$ cat src/hdl/smd_pkg.sv
// smd_pkg: shared types and constants of the stream message deframer
// depends on nothing; imported by every module of the block

package smd_pkg;

   // results one received byte can cause, and the bundle queue depth
   localparam int MAX_RES     = 4;
   localparam int CNT_W       = $clog2(MAX_RES + 1);
   localparam int IDX_W       = $clog2(MAX_RES);
   localparam int QUEUE_DEPTH = 2;

   // characters and limits
   localparam logic [7:0]  CH_COLON  = 8'h3A;
   localparam logic [7:0]  CH_COMMA  = 8'h2C;
   localparam logic [7:0]  CH_ZERO   = 8'h30;
   localparam logic [7:0]  CH_NINE   = 8'h39;
   localparam logic [31:0] INT_LIMIT = 32'h7FFF_FFFF;

   // framing modes
   localparam logic [1:0] MODE_DELIM     = 2'd0;
   localparam logic [1:0] MODE_NETSTRING = 2'd1;
   localparam logic [1:0] MODE_PREFIX    = 2'd2;

   // register indexes
   localparam logic [1:0] CSR_FRAME_MODE = 2'd0;
   localparam logic [1:0] CSR_DELIM_WORD = 2'd1;
   localparam logic [1:0] CSR_DELIM_LEN  = 2'd2;
   localparam logic [1:0] CSR_MAX_SIZE   = 2'd3;

   // register reset values
   localparam logic [1:0]  RST_FRAME_MODE = MODE_PREFIX;
   localparam logic [31:0] RST_DELIM_WORD = 32'd10;
   localparam logic [2:0]  RST_DELIM_LEN  = 3'd1;
   localparam logic [30:0] RST_MAX_SIZE   = 31'd1073741824;

   typedef enum logic [1:0] {
      KIND_PAYLOAD,
      KIND_END,
      KIND_ERROR
   } kind_type;

   typedef enum logic [1:0] {
      ERR_SIZE,
      ERR_HEADER,
      ERR_COMMA
   } err_type;

   typedef enum logic [1:0] {
      PH_HEADER,
      PH_PAYLOAD,
      PH_TRAILER
   } phase_type;

   typedef struct packed {
      kind_type   kind;
      logic [7:0] data;
      err_type    err;
   } slot_type;

   // all results of one request, slot 0 first
   typedef struct packed {
      logic [CNT_W-1:0]           count;
      slot_type [MAX_RES-1:0]     slot;
   } bundle_type;

endpackage

$ cat src/hdl/stream_message_deframer_core.sv
// stream_message_deframer_core: top level of the message deframer
// depends on smd_pkg, smd_front, smd_queue and smd_back
//
// usage:
//  - req_ channel: one received byte per request (req_data_byte), valid/ready
//  - rsp_ channel: one result per response, valid/ready; a request causes zero
//    to four results (payload bytes, end of message, error), the last of them
//    flagged by rsp_last_of_step
//  - csr_ port: write-only, index 0 frame mode, 1 delimiter word, 2 delimiter
//    length, 3 max message size; write only while the block is idle
//  - a request's results are registered in the bundle queue before they show
//  - throughput: one request per cycle while each causes at most one result
//    and rsp_ready stays high; a request with several results holds the
//    response side, its single port draining one bundle slot per cycle
//  - the two-entry bundle queue lets requests keep flowing until it fills
//    while the receiver stalls; req_ready drops only when the queue is full
//  - reset: registers return to length-prefix mode, newline delimiter,
//    1 GiB size limit; framing state cleared, queue emptied
//  - after an error the block keeps taking bytes but gives no results until
//    reset

module stream_message_deframer_core #(
   parameter int MAX_DELIM         = 4,
   parameter int PREFIX_BYTES      = 4,
   parameter int MAX_HEADER_DIGITS = 10,
   parameter int LEN_BITS          = 31
) (
   input  logic        clock,
   input  logic        reset,
   // configuration
   input  logic        csr_write_en,
   input  logic [1:0]  csr_index,
   input  logic [31:0] csr_write_data,
   // request channel
   input  logic        req_valid,
   output logic        req_ready,
   input  logic [7:0]  req_data_byte,
   // response channel
   output logic        rsp_valid,
   input  logic        rsp_ready,
   output logic [1:0]  rsp_result_kind,
   output logic [7:0]  rsp_payload_byte,
   output logic [1:0]  rsp_error_code,
   output logic        rsp_last_of_step
);
   import smd_pkg::*;

   // front to queue
   logic       push;
   bundle_type push_data;
   logic       space;
   // queue to back
   bundle_type head;
   logic       head_valid;
   logic       pop;

   // front: classifies each byte and builds its result bundle combinationally
   smd_front #(
      .MAX_DELIM        (MAX_DELIM),
      .PREFIX_BYTES     (PREFIX_BYTES),
      .MAX_HEADER_DIGITS(MAX_HEADER_DIGITS),
      .LEN_BITS         (LEN_BITS)
   ) u_front (
      .clock         (clock),
      .reset         (reset),
      .csr_write_en  (csr_write_en),
      .csr_index     (csr_index),
      .csr_write_data(csr_write_data),
      .req_valid     (req_valid),
      .req_ready     (req_ready),
      .req_data_byte (req_data_byte),
      .space         (space),
      .push          (push),
      .bundle        (push_data)
   );

   // queue: decouples the request side from response stalls
   smd_queue u_queue (
      .clock     (clock),
      .reset     (reset),
      .push      (push),
      .push_data (push_data),
      .space     (space),
      .pop       (pop),
      .head      (head),
      .head_valid(head_valid)
   );

   // back: walks the head bundle one result per accepted response
   smd_back u_back (
      .clock           (clock),
      .reset           (reset),
      .head            (head),
      .head_valid      (head_valid),
      .pop             (pop),
      .rsp_valid       (rsp_valid),
      .rsp_ready       (rsp_ready),
      .rsp_result_kind (rsp_result_kind),
      .rsp_payload_byte(rsp_payload_byte),
      .rsp_error_code  (rsp_error_code),
      .rsp_last_of_step(rsp_last_of_step)
   );

endmodule

$ cat src/hdl/smd_front.sv
// smd_front: configuration registers and framing state; classifies each request
// and builds the bundle of results it causes. depends on smd_pkg

module smd_front #(
   parameter int MAX_DELIM         = 4,
   parameter int PREFIX_BYTES      = 4,
   parameter int MAX_HEADER_DIGITS = 10,
   parameter int LEN_BITS          = 31
) (
   input  logic               clock,
   input  logic               reset,
   input  logic               csr_write_en,
   input  logic [1:0]         csr_index,
   input  logic [31:0]        csr_write_data,
   input  logic               req_valid,
   output logic               req_ready,
   input  logic [7:0]         req_data_byte,
   input  logic               space,
   output logic               push,
   output smd_pkg::bundle_type bundle
);
   import smd_pkg::*;

   localparam int          CAP      = (MAX_DELIM < 4) ? MAX_DELIM : 4;
   localparam logic [31:0] LEN_MASK = 32'hFFFF_FFFF >> (32 - LEN_BITS);

   // configuration
   logic [1:0]  mode_ff;
   logic [31:0] dword_ff;
   logic [2:0]  dlen_ff;
   logic [30:0] maxsz_ff;

   // framing state
   phase_type           phase_ff, phase_in;
   logic [2:0]          dm_ff, dm_in;
   logic [LEN_BITS-1:0] cnt_ff, cnt_in;
   logic [31:0]         acc_ff, acc_in;
   logic [3:0]          hc_ff, hc_in;
   logic                halted_ff, halted_in;
   logic [7:0]          held_ff [CAP];
   logic                held_we;
   logic [2:0]          held_widx;

   logic        accept;
   logic [7:0]  b;
   logic [31:0] lim;
   logic [31:0] cnt32;
   logic [31:0] room;
   logic        over;
   logic [2:0]  eff;
   logic [2:0]  f;
   logic [2:0]  rel_n;
   logic        d_hit, d_hit_end, d_first, d_rel_fail, d_cur_fail;
   logic [7:0]  held_view [MAX_RES-1];
   logic [LEN_BITS-1:0] cnt_inc, cnt_plus_dm, cnt_plus_dm1;
   logic [31:0] cnt_inc32;
   logic [35:0] acc10_wide;
   logic [31:0] acc10;
   logic [31:0] acc_sh;
   logic [3:0]  hc_inc;
   logic        hdr_done, digit_ok, colon_bad, colon_big;
   logic        mode_write;

   assign b         = req_data_byte;
   assign req_ready = space;
   assign accept    = req_valid && space;
   assign mode_write = csr_write_en && (csr_index == CSR_FRAME_MODE);

   // size limit saturated to the counter range
   assign lim   = ({1'b0, maxsz_ff} > LEN_MASK) ? LEN_MASK : {1'b0, maxsz_ff};
   assign cnt32 = 32'(cnt_ff);
   assign over  = cnt32 >= lim;
   assign room  = lim - cnt32;
   // payload bytes that still fit, capped at four
   assign f = over ? 3'd0 : ((|room[31:2]) ? 3'd4 : {1'b0, room[1:0]});

   // delimiter decode
   always_comb begin
      eff = (dlen_ff == 3'd0) ? 3'd1 : dlen_ff;
      if (eff > 3'(CAP)) eff = 3'(CAP);
   end

   assign d_hit      = (dm_ff < eff) && (b == dword_ff[{dm_ff[1:0], 3'b000} +: 8]);
   assign d_hit_end  = d_hit && ((dm_ff + 3'd1) == eff);
   assign d_first    = b == dword_ff[7:0];
   assign d_rel_fail = f < dm_ff;
   assign d_cur_fail = f == dm_ff;
   assign rel_n      = d_rel_fail ? f : dm_ff;

   for (genvar g = 0; g < MAX_RES - 1; g++) begin : g_view
      if (g < CAP) begin : g_used
         assign held_view[g] = held_ff[g];
      end else begin : g_none
         assign held_view[g] = 8'h00;
      end
   end

   assign cnt_inc      = cnt_ff + LEN_BITS'(1);
   assign cnt_inc32    = 32'(cnt_inc);
   assign cnt_plus_dm  = cnt_ff + LEN_BITS'(dm_ff);
   assign cnt_plus_dm1 = cnt_plus_dm + LEN_BITS'(1);

   // netstring header: times ten plus digit, saturated to 32 bits
   assign acc10_wide = 36'({acc_ff, 3'b000}) + 36'({acc_ff, 1'b0}) + 36'(b - CH_ZERO);
   assign acc10      = (|acc10_wide[35:32]) ? 32'hFFFF_FFFF : acc10_wide[31:0];
   assign digit_ok   = (b >= CH_ZERO) && (b <= CH_NINE) && (hc_ff < 4'(MAX_HEADER_DIGITS));
   assign colon_bad  = (hc_ff == 4'd0) || (acc_ff > INT_LIMIT);
   assign colon_big  = acc_ff > lim;

   // length prefix header
   assign acc_sh   = {acc_ff[23:0], b};
   assign hc_inc   = hc_ff + 4'd1;
   assign hdr_done = hc_inc >= 4'(PREFIX_BYTES);

   // next state
   always_comb begin
      phase_in  = phase_ff;
      dm_in     = dm_ff;
      cnt_in    = cnt_ff;
      acc_in    = acc_ff;
      hc_in     = hc_ff;
      halted_in = halted_ff;
      held_we   = 1'b0;
      held_widx = dm_ff;
      if (mode_write) begin
         phase_in = PH_HEADER;
         dm_in    = 3'd0;
         cnt_in   = '0;
         acc_in   = '0;
         hc_in    = '0;
      end else if (accept && !halted_ff) begin
         unique case (mode_ff)
            MODE_DELIM: begin
               if (d_hit) begin
                  held_we = 1'b1;
                  if (d_hit_end) begin
                     dm_in  = 3'd0;
                     cnt_in = '0;
                  end else begin
                     dm_in = dm_ff + 3'd1;
                  end
               end else if (d_rel_fail) begin
                  halted_in = 1'b1;
               end else if (d_first) begin
                  held_we   = 1'b1;
                  held_widx = 3'd0;
                  if (eff == 3'd1) begin
                     dm_in  = 3'd0;
                     cnt_in = '0;
                  end else begin
                     dm_in  = 3'd1;
                     cnt_in = cnt_plus_dm;
                  end
               end else if (d_cur_fail) begin
                  halted_in = 1'b1;
               end else begin
                  dm_in  = 3'd0;
                  cnt_in = cnt_plus_dm1;
               end
            end
            MODE_NETSTRING: begin
               unique case (phase_ff)
                  PH_PAYLOAD: begin
                     cnt_in = cnt_inc;
                     if (cnt_inc32 >= acc_ff) phase_in = PH_TRAILER;
                  end
                  PH_TRAILER: begin
                     if (b == CH_COMMA) begin
                        phase_in = PH_HEADER;
                        dm_in    = 3'd0;
                        cnt_in   = '0;
                        acc_in   = '0;
                        hc_in    = '0;
                     end else begin
                        halted_in = 1'b1;
                     end
                  end
                  default: begin
                     if (b == CH_COLON) begin
                        if (colon_bad || colon_big) begin
                           halted_in = 1'b1;
                        end else begin
                           hc_in    = '0;
                           cnt_in   = '0;
                           phase_in = (acc_ff == 32'd0) ? PH_TRAILER : PH_PAYLOAD;
                        end
                     end else if (digit_ok) begin
                        acc_in = acc10;
                        hc_in  = hc_inc;
                     end else begin
                        halted_in = 1'b1;
                     end
                  end
               endcase
            end
            MODE_PREFIX: begin
               if (phase_ff == PH_PAYLOAD) begin
                  cnt_in = cnt_inc;
                  if (cnt_inc32 >= acc_ff) begin
                     phase_in = PH_HEADER;
                     dm_in    = 3'd0;
                     cnt_in   = '0;
                     acc_in   = '0;
                     hc_in    = '0;
                  end
               end else begin
                  acc_in = acc_sh;
                  hc_in  = hc_inc;
                  if (hdr_done) begin
                     hc_in  = '0;
                     cnt_in = '0;
                     if (acc_sh > lim) begin
                        halted_in = 1'b1;
                     end else if (acc_sh == 32'd0) begin
                        phase_in = PH_HEADER;
                        dm_in    = 3'd0;
                        acc_in   = '0;
                     end else begin
                        phase_in = PH_PAYLOAD;
                     end
                  end
               end
            end
            default: ;
         endcase
      end
   end

   // results of this request
   always_comb begin
      bundle = '0;
      if (!halted_ff) begin
         unique case (mode_ff)
            MODE_DELIM: begin
               if (d_hit) begin
                  if (d_hit_end) begin
                     bundle.slot[0].kind = KIND_END;
                     bundle.count        = CNT_W'(1);
                  end
               end else begin
                  for (int i = 0; i < MAX_RES - 1; i++) begin
                     if (3'(i) < rel_n) begin
                        bundle.slot[i].kind = KIND_PAYLOAD;
                        bundle.slot[i].data = held_view[i];
                     end
                  end
                  bundle.count = CNT_W'(rel_n);
                  if (d_rel_fail) begin
                     bundle.slot[rel_n[IDX_W-1:0]].kind = KIND_ERROR;
                     bundle.slot[rel_n[IDX_W-1:0]].err  = ERR_SIZE;
                     bundle.count = CNT_W'(rel_n) + CNT_W'(1);
                  end else if (d_first) begin
                     if (eff == 3'd1) begin
                        bundle.slot[dm_ff[IDX_W-1:0]].kind = KIND_END;
                        bundle.count = CNT_W'(dm_ff) + CNT_W'(1);
                     end
                  end else if (d_cur_fail) begin
                     bundle.slot[dm_ff[IDX_W-1:0]].kind = KIND_ERROR;
                     bundle.slot[dm_ff[IDX_W-1:0]].err  = ERR_SIZE;
                     bundle.count = CNT_W'(dm_ff) + CNT_W'(1);
                  end else begin
                     bundle.slot[dm_ff[IDX_W-1:0]].kind = KIND_PAYLOAD;
                     bundle.slot[dm_ff[IDX_W-1:0]].data = b;
                     bundle.count = CNT_W'(dm_ff) + CNT_W'(1);
                  end
               end
            end
            MODE_NETSTRING: begin
               unique case (phase_ff)
                  PH_PAYLOAD: begin
                     bundle.slot[0].kind = KIND_PAYLOAD;
                     bundle.slot[0].data = b;
                     bundle.count        = CNT_W'(1);
                  end
                  PH_TRAILER: begin
                     if (b == CH_COMMA) begin
                        bundle.slot[0].kind = KIND_END;
                     end else begin
                        bundle.slot[0].kind = KIND_ERROR;
                        bundle.slot[0].err  = ERR_COMMA;
                     end
                     bundle.count = CNT_W'(1);
                  end
                  default: begin
                     if (b == CH_COLON) begin
                        if (colon_bad) begin
                           bundle.slot[0].kind = KIND_ERROR;
                           bundle.slot[0].err  = ERR_HEADER;
                           bundle.count        = CNT_W'(1);
                        end else if (colon_big) begin
                           bundle.slot[0].kind = KIND_ERROR;
                           bundle.slot[0].err  = ERR_SIZE;
                           bundle.count        = CNT_W'(1);
                        end
                     end else if (!digit_ok) begin
                        bundle.slot[0].kind = KIND_ERROR;
                        bundle.slot[0].err  = ERR_HEADER;
                        bundle.count        = CNT_W'(1);
                     end
                  end
               endcase
            end
            MODE_PREFIX: begin
               if (phase_ff == PH_PAYLOAD) begin
                  bundle.slot[0].kind = KIND_PAYLOAD;
                  bundle.slot[0].data = b;
                  bundle.count        = CNT_W'(1);
                  if (cnt_inc32 >= acc_ff) begin
                     bundle.slot[1].kind = KIND_END;
                     bundle.count        = CNT_W'(2);
                  end
               end else if (hdr_done) begin
                  if (acc_sh > lim) begin
                     bundle.slot[0].kind = KIND_ERROR;
                     bundle.slot[0].err  = ERR_SIZE;
                     bundle.count        = CNT_W'(1);
                  end else if (acc_sh == 32'd0) begin
                     bundle.slot[0].kind = KIND_END;
                     bundle.count        = CNT_W'(1);
                  end
               end
            end
            default: ;
         endcase
      end
   end

   assign push = accept && (bundle.count != '0);

   always_ff @(posedge clock) begin
      if (reset) begin
         mode_ff  <= RST_FRAME_MODE;
         dword_ff <= RST_DELIM_WORD;
         dlen_ff  <= RST_DELIM_LEN;
         maxsz_ff <= RST_MAX_SIZE;
      end else if (csr_write_en) begin
         unique case (csr_index)
            CSR_FRAME_MODE: mode_ff  <= csr_write_data[1:0];
            CSR_DELIM_WORD: dword_ff <= csr_write_data;
            CSR_DELIM_LEN:  dlen_ff  <= csr_write_data[2:0];
            CSR_MAX_SIZE:   maxsz_ff <= csr_write_data[30:0];
         endcase
      end
   end

   always_ff @(posedge clock) begin
      if (reset) begin
         phase_ff  <= PH_HEADER;
         dm_ff     <= 3'd0;
         cnt_ff    <= '0;
         acc_ff    <= '0;
         hc_ff     <= '0;
         halted_ff <= 1'b0;
      end else begin
         phase_ff  <= phase_in;
         dm_ff     <= dm_in;
         cnt_ff    <= cnt_in;
         acc_ff    <= acc_in;
         hc_ff     <= hc_in;
         halted_ff <= halted_in;
      end
   end

   always_ff @(posedge clock) begin
      for (int j = 0; j < CAP; j++) begin
         if (held_we && (held_widx == 3'(j))) held_ff[j] <= b;
      end
   end

   // an error stops the block until reset
   a_halt_sticks: assert property (@(posedge clock) disable iff (reset)
      halted_ff |=> halted_ff)
      else $error("halted flag dropped without reset");

   a_match_bound: assert property (@(posedge clock) disable iff (reset)
      dm_ff < 3'(CAP) || dm_ff == 3'(CAP - 1))
      else $error("delimiter match count beyond held storage");

   a_phase_mode: assert property (@(posedge clock) disable iff (reset)
      phase_ff != PH_HEADER |-> mode_ff == MODE_NETSTRING || mode_ff == MODE_PREFIX)
      else $error("payload phase outside a length-based mode");

endmodule

$ cat src/hdl/smd_queue.sv
// smd_queue: short queue of result bundles between front and back
// depends on smd_pkg

module smd_queue (
   input  logic                clock,
   input  logic                reset,
   input  logic                push,
   input  smd_pkg::bundle_type push_data,
   output logic                space,
   input  logic                pop,
   output smd_pkg::bundle_type head,
   output logic                head_valid
);
   import smd_pkg::*;

   localparam int PTR_W = (QUEUE_DEPTH > 1) ? $clog2(QUEUE_DEPTH) : 1;
   localparam int OCC_W = $clog2(QUEUE_DEPTH + 1);

   bundle_type       q_ff [QUEUE_DEPTH];
   logic [PTR_W-1:0] wr_ff, wr_in;
   logic [PTR_W-1:0] rd_ff, rd_in;
   logic [OCC_W-1:0] occ_ff, occ_in;

   assign space      = occ_ff != OCC_W'(QUEUE_DEPTH);
   assign head_valid = occ_ff != '0;
   assign head       = q_ff[rd_ff];

   always_comb begin
      wr_in  = wr_ff;
      rd_in  = rd_ff;
      occ_in = occ_ff;
      if (push) wr_in = (wr_ff == PTR_W'(QUEUE_DEPTH - 1)) ? '0 : wr_ff + PTR_W'(1);
      if (pop)  rd_in = (rd_ff == PTR_W'(QUEUE_DEPTH - 1)) ? '0 : rd_ff + PTR_W'(1);
      priority case ({push, pop})
         2'b10:   occ_in = occ_ff + OCC_W'(1);
         2'b01:   occ_in = occ_ff - OCC_W'(1);
         default: occ_in = occ_ff;
      endcase
   end

   always_ff @(posedge clock) begin
      if (reset) begin
         wr_ff  <= '0;
         rd_ff  <= '0;
         occ_ff <= '0;
      end else begin
         wr_ff  <= wr_in;
         rd_ff  <= rd_in;
         occ_ff <= occ_in;
      end
   end

   always_ff @(posedge clock) begin
      if (push) q_ff[wr_ff] <= push_data;
   end

   a_no_overflow: assert property (@(posedge clock) disable iff (reset)
      push |-> occ_ff != OCC_W'(QUEUE_DEPTH))
      else $error("bundle pushed into full queue");

endmodule

$ cat src/hdl/smd_back.sv
// smd_back: hands out the results of the head bundle one per response
// depends on smd_pkg

module smd_back (
   input  logic                clock,
   input  logic                reset,
   input  smd_pkg::bundle_type head,
   input  logic                head_valid,
   output logic                pop,
   output logic                rsp_valid,
   input  logic                rsp_ready,
   output logic [1:0]          rsp_result_kind,
   output logic [7:0]          rsp_payload_byte,
   output logic [1:0]          rsp_error_code,
   output logic                rsp_last_of_step
);
   import smd_pkg::*;

   logic [IDX_W-1:0] idx_ff, idx_in;
   slot_type         cur;
   logic             take;

   assign cur              = head.slot[idx_ff];
   assign rsp_valid        = head_valid;
   assign rsp_result_kind  = cur.kind;
   assign rsp_payload_byte = cur.data;
   assign rsp_error_code   = cur.err;
   assign rsp_last_of_step = (CNT_W'(idx_ff) + CNT_W'(1)) == head.count;

   assign take = rsp_valid && rsp_ready;
   assign pop  = take && rsp_last_of_step;

   always_comb begin
      idx_in = idx_ff;
      if (take) idx_in = rsp_last_of_step ? '0 : idx_ff + IDX_W'(1);
   end

   always_ff @(posedge clock) begin
      if (reset) begin
         idx_ff <= '0;
      end else begin
         idx_ff <= idx_in;
      end
   end

   a_idx_in_bundle: assert property (@(posedge clock) disable iff (reset)
      rsp_valid |-> CNT_W'(idx_ff) < head.count)
      else $error("response slot beyond bundle count");

endmodule
$ cat config.mk
export PLATFORM = sky130hd
export DESIGN_NAME = stream_message_deframer_core
export DESIGN_NICKNAME = d
export VERILOG_FILES = /design/src/hdl/smd_pkg.sv /design/src/hdl/stream_message_deframer_core.sv /design/src/hdl/smd_front.sv /design/src/hdl/smd_queue.sv /design/src/hdl/smd_back.sv
export SDC_FILE = /design/constraint.sdc
export NUM_CORES = 1
export LEC_CHECK = 0
export BUFFER_PORTS_ARGS = -buffer_cell sky130_fd_sc_hd__buf_4
export CAP_MARGIN = 40
export CORE_ASPECT_RATIO = 1.2
export CORE_MARGIN = 5
export CORE_UTILIZATION = 40
export DETAILED_ROUTE_END_ITERATION = 16
export PLACE_DENSITY = 0.55
export SLEW_MARGIN = 5
export SYNTH_ARGS = -nofsm -noshare
export SYNTH_HDL_FRONTEND = slang
export SYNTH_SLANG_ARGS = --single-unit
$ cat constraint.sdc
create_clock -name clock -period 8.9 [get_ports clock]
set_input_delay 0.445 -clock clock [delete_from_list [all_inputs] [get_ports clock]]
set_output_delay 0.445 -clock clock [all_outputs]
set_load 0.02 [all_outputs]
==> flow_summary.html <==
<table>
<tr><th>Metric</th><th>Value</th></tr>
<tr><th colspan="2">Cells and area</th></tr>
<tr><td>Syn-to-layout area delta</td><td>11.2%</td></tr>
<tr><td>Leading cell type in the layout, fill and taps excluded</td><td>nand2_1</td></tr>
<tr><td>Area of all placed cells without fillers</td><td>0.0241 mm^2</td></tr>
<tr><td>Share of layout cells above drive strength 1</td><td>11.2%</td></tr>
<tr><td>Number of diodes</td><td>0</td></tr>
<tr><td>Most frequent cells in the layout</td><td>nand2_1, a21oi_1, ha_1</td></tr>
<tr><td>Nets@finish</td><td>2861</td></tr>
<tr><th colspan="2">Logic synthesis</th></tr>
<tr><td>Post-synthesis simple-gate area fraction</td><td>19.9%</td></tr>
<tr><td>Multiplexer share of the synthesized area</td><td>4.35%</td></tr>
<tr><td>Post-Synthesis Net Count</td><td>2842</td></tr>
<tr><td>Average cell area after synthesis</td><td>8.44 um^2</td></tr>
<tr><td>Sequential cell area fraction in the yosys report</td><td>29.5%</td></tr>
<tr><td>Compound-Gate Fraction of Synth Area</td><td>21.4%</td></tr>
<tr><td>Number of distinct standard cells referenced by the synthesized netlist</td><td>107</td></tr>
<tr><td>Yosys Warn Count</td><td>0</td></tr>
<tr><td>Dominant combinational cell family by area after synthesis</td><td>compound AO/OA/AOI/OAI gates</td></tr>
<tr><td>Mapped Area</td><td>0.0217 mm^2</td></tr>
<tr><td>Adder and majority gate portion of the synthesized area</td><td>14.2%</td></tr>
<tr><td>Flip-flop cell with the highest count after synthesis</td><td>dfxtp_1</td></tr>
<tr><td>Number of flip-flops and latches in the synthesized netlist</td><td>262</td></tr>
<tr><td>Count of mapped cells out of synthesis</td><td>2568</td></tr>
<tr><td>Synth Area in XOR/XNOR</td><td>5.40%</td></tr>
<tr><td>Ys async rst share</td><td>0%</td></tr>
<tr><td>Number of enable flip-flop cells after synthesis</td><td>114</td></tr>
<tr><th colspan="2">Detailed routing</th></tr>
<tr><td>Post-detailed-route via-to-cell ratio</td><td>5.97</td></tr>
<tr><td>DRC violation count after routing</td><td>0</td></tr>
<tr><td>DR pass1 iterations</td><td>6</td></tr>
<tr><td>Number of nets with antenna violations after routing</td><td>0</td></tr>
<tr><td>Total via count after detailed routing</td><td>19900</td></tr>
<tr><td>Initial DRC count</td><td>1635</td></tr>
<tr><td>Drt total wl</td><td>77200 um</td></tr>
<tr><td>Per-cell routed wire length</td><td>23.2 um</td></tr>
<tr><th colspan="2">Place</th></tr>
<tr><td>Detailed Place HPWL</td><td>59500 um</td></tr>
<tr><td>Number of input and output port buffers inserted</td><td>61</td></tr>
<tr><td>GP Congestion</td><td>0.958</td></tr>
<tr><td>Post-detailed-placement cell area</td><td>0.0230 mm^2</td></tr>
<tr><th colspan="2">STA</th></tr>
<tr><td>Hold violation total from the final report</td><td>0</td></tr>
<tr><td>Final clock skew</td><td>0.0355 ns</td></tr>
<tr><td>Slew headroom</td><td>42.0%</td></tr>
<tr><td>Number of max-slew violations in the final report</td><td>0</td></tr>
<tr><td>Number of failing setup endpoints in the final timing report</td><td>0</td></tr>
<tr><td>Fmax</td><td>0.122 GHz</td></tr>
<tr><td>Shortest period the worst path allows</td><td>8.22 ns</td></tr>
<tr><td>Ratio of final minimum period to clock period</td><td>92.4%</td></tr>
<tr><td>Sum Neg Setup Slack</td><td>0 ns</td></tr>
<tr><td>Setup repair after global routing missed its margin</td><td>no</td></tr>
<tr><td>Slew at the pin with the worst max-slew slack</td><td>0.870 ns</td></tr>
<tr><th colspan="2">Worst setup path</th></tr>
<tr><td>Maximum fanout count along the critical path</td><td>8</td></tr>
<tr><td>Crit path launch type</td><td>flop</td></tr>
<tr><td>Critical path class</td><td>reg2reg</td></tr>
<tr><td>Most frequent cell on the critical path</td><td>ha_1</td></tr>
<tr><td>Worst endpoint required time</td><td>9.40 ns</td></tr>
<tr><td>Arr. time, crit path</td><td>8.73 ns</td></tr>
<tr><td>Endpoint class of the critical path</td><td>flop</td></tr>
<tr><td>Slowest CP cell</td><td>or4b_2</td></tr>
<tr><td>Max incr delay on CP</td><td>0.68 ns</td></tr>
<tr><th colspan="2">Clock network</th></tr>
<tr><td>Cts bufs inserted</td><td>31</td></tr>
<tr><td>Clock-pin slew on the worst setup and hold paths</td><td>0.06 ns</td></tr>
<tr><td>Number of clock sinks</td><td>262</td></tr>
<tr><td>TritonCTS clock tree</td><td>built</td></tr>
<tr><td>Clock Tree Root</td><td>clkbuf_16</td></tr>
<tr><td>CTS H-tree lvls</td><td>1</td></tr>
<tr><td>Post-CTS repair timing setup buffer count</td><td>0</td></tr>
<tr><td>Clock insertion delay at the later pin of the skew report</td><td>0.61 ns</td></tr>
<tr><td>Maximum root-to-sink buffer count</td><td>3</td></tr>
<tr><th colspan="2">GRT</th></tr>
<tr><td>Total routing usage reported by global routing</td><td>25.2%</td></tr>
<tr><td>Pin count of the biggest net entering global routing</td><td>79</td></tr>
<tr><td>Number of global-route vias before repair</td><td>19800</td></tr>
<tr><td>Wire length of the first global-routing pass</td><td>118000 um</td></tr>
<tr><td>Initial antenna violation count</td><td>1</td></tr>
<tr><td>Total congestion overflow after global routing</td><td>0</td></tr>
<tr><th colspan="2">Outcome</th></tr>
<tr><td>Status</td><td>complete, no violations</td></tr>
<tr><th colspan="2">Power and ir drop</th></tr>
<tr><td>Leakage power</td><td>0.00918 uW</td></tr>
<tr><td>Total power after layout</td><td>4180 uW</td></tr>
<tr><td>Pwr dens</td><td>174 mW/mm^2</td></tr>
<tr><td>Maximum vdd drop</td><td>160 uV</td></tr>
<tr><th colspan="2">Floorplan</th></tr>
<tr><td>Number of top-level pins</td><td>62</td></tr>
<tr><td>Area enclosed by the die boundary</td><td>0.0590 mm^2</td></tr>
<tr><td>Initial standard-cell utilization of the core</td><td>40.4%</td></tr>
<tr><td>Vertical extent of the die</td><td>265 um</td></tr>
<tr><td>Die width</td><td>222 um</td></tr>
<tr><td>Standard-cell rows</td><td>93</td></tr>
<tr><td>Core region area</td><td>0.0536 mm^2</td></tr>
<tr><th colspan="2">Run</th></tr>
<tr><td>Max-cap violations</td><td>0</td></tr>
<tr><th colspan="2">Worst hold path</th></tr>
<tr><td>Class of the tightest hold or removal check</td><td>in2reg</td></tr>
</table>
-- routing by layer --
layer	track usage, %	part of all wire, %	vias up	wire [um]
met5	0	0.0091	-	7
met4	13.6	6.4	2	4900
met3	3.08	4.8	180	3670
met2	43.2	48	635	37100
met1	30.9	41	9586	31500
li1	-	-	9456	-
-- sequential cells by signal (all words and copies together) (netlist names), 3 cells and up, named ones only --
signal and count:
u_front.maxsz_ff 31, u_queue.q_ff 90, u_front.acc_ff 32, u_front.held_ff 24, u_front.cnt_ff 31, u_front.dlen_ff 3, u_front.dm_ff 3, u_front.dword_ff 32
u_front.hc_ff 4
-- final timing paths --
path | startpoint | to | slack, ns | cells past startpoint
min | csr_write_data[30] | u_front.maxsz_ff[30] | 0.09 | 2
max | u_front.cnt_ff[5] | u_queue.occ_ff[1] | 0.68 | 32
min reg2reg | u_front.dword_ff[10] | u_front.dword_ff[10] | 0.46 | 2
max reg2reg | u_front.cnt_ff[5] | u_queue.occ_ff[1] | 0.68 | 32
-- worst max-delay path: cells and delay by family (launching register included) --
family	cells	cell delay, ns
flops	1	0.46
xor+xnor	1	0.19
compound gates	6	1.40
simple gates	16	3.99
fa+ha+maj	4	1.19
mux	1	0.11
buf+inv	4	0.78
-- metrics by stage --
stage                     hold WS, ns  setup WS (ns)  util, %  std cells
after floorplan                 0.433          0.464        -       2568
after global placement          0.440          0.821     42.8       3259
after detailed placement        0.449          0.706     42.9       3266
after CTS                      0.0720          0.627     44.9       3324
after global routing           0.0785          0.173     44.9       3324
final                          0.0902          0.678     44.9       3324
-- cell type report --
class | count | area, um^2
Fill cell | 5264 | 29500
Clock inverter | 26 | 298
Inverter | 155 | 582
Timing Repair Buffer | 124 | 976
Sequential cell | 262 | 6390
Multi-Input combinational cell | 2013 | 14200
Clock buffer | 32 | 779
Tap cell | 712 | 891
-- kinds of logic (layout without fill, tap and decap cells) --
kind of cell               count (synthesis)  in the layout
AOI/OAI and AO/OA                        717            717
buffers and inverters                    293            337
and+or+nand+nor                          875            875
muxes                                     62             62
xor gates and xnor gates                 132            132
DFF                                      262            262
adders and majority gates                227            227
-- cells in the mapped netlist, types with 34 or more instances --
master | number | area [um^2]
xnor2_1 | 106 | 928
nand4_1 | 55 | 344
a21oi_1 | 289 | 1450
clkbuf_1 | 104 | 390
nor4_1 | 34 | 213
nand2_1 | 302 | 1130
o211ai_1 | 44 | 330
o21ai_0 | 108 | 541
nor3_1 | 54 | 270
nor2_1 | 175 | 657
edfxtp_1 | 114 | 3420
nand3_1 | 86 | 430
inv_1 | 154 | 578
dfxtp_1 | 148 | 2960
ha_1 | 194 | 2430
-- power by group --
part | switching [uW] | total [uW] | leakage, uW | internal, uW
clock network | 569 | 1360 | 0.000524 | 790
registers | 113 | 1420 | 0.00231 | 1310
logic | 861 | 1400 | 0.00635 | 541
total | 1540 | 4180 | 0.00918 | 2640
-- what timing repair did --
| action | 4_1_cts | 5_1_grt |
|---|---|---|
| hold buffers | 0 | 0 |
| setup endpoints to repair | 0 | 1 |
| gates resized for setup | 0 | 1 |
Power figures use the tool's default switching activity.
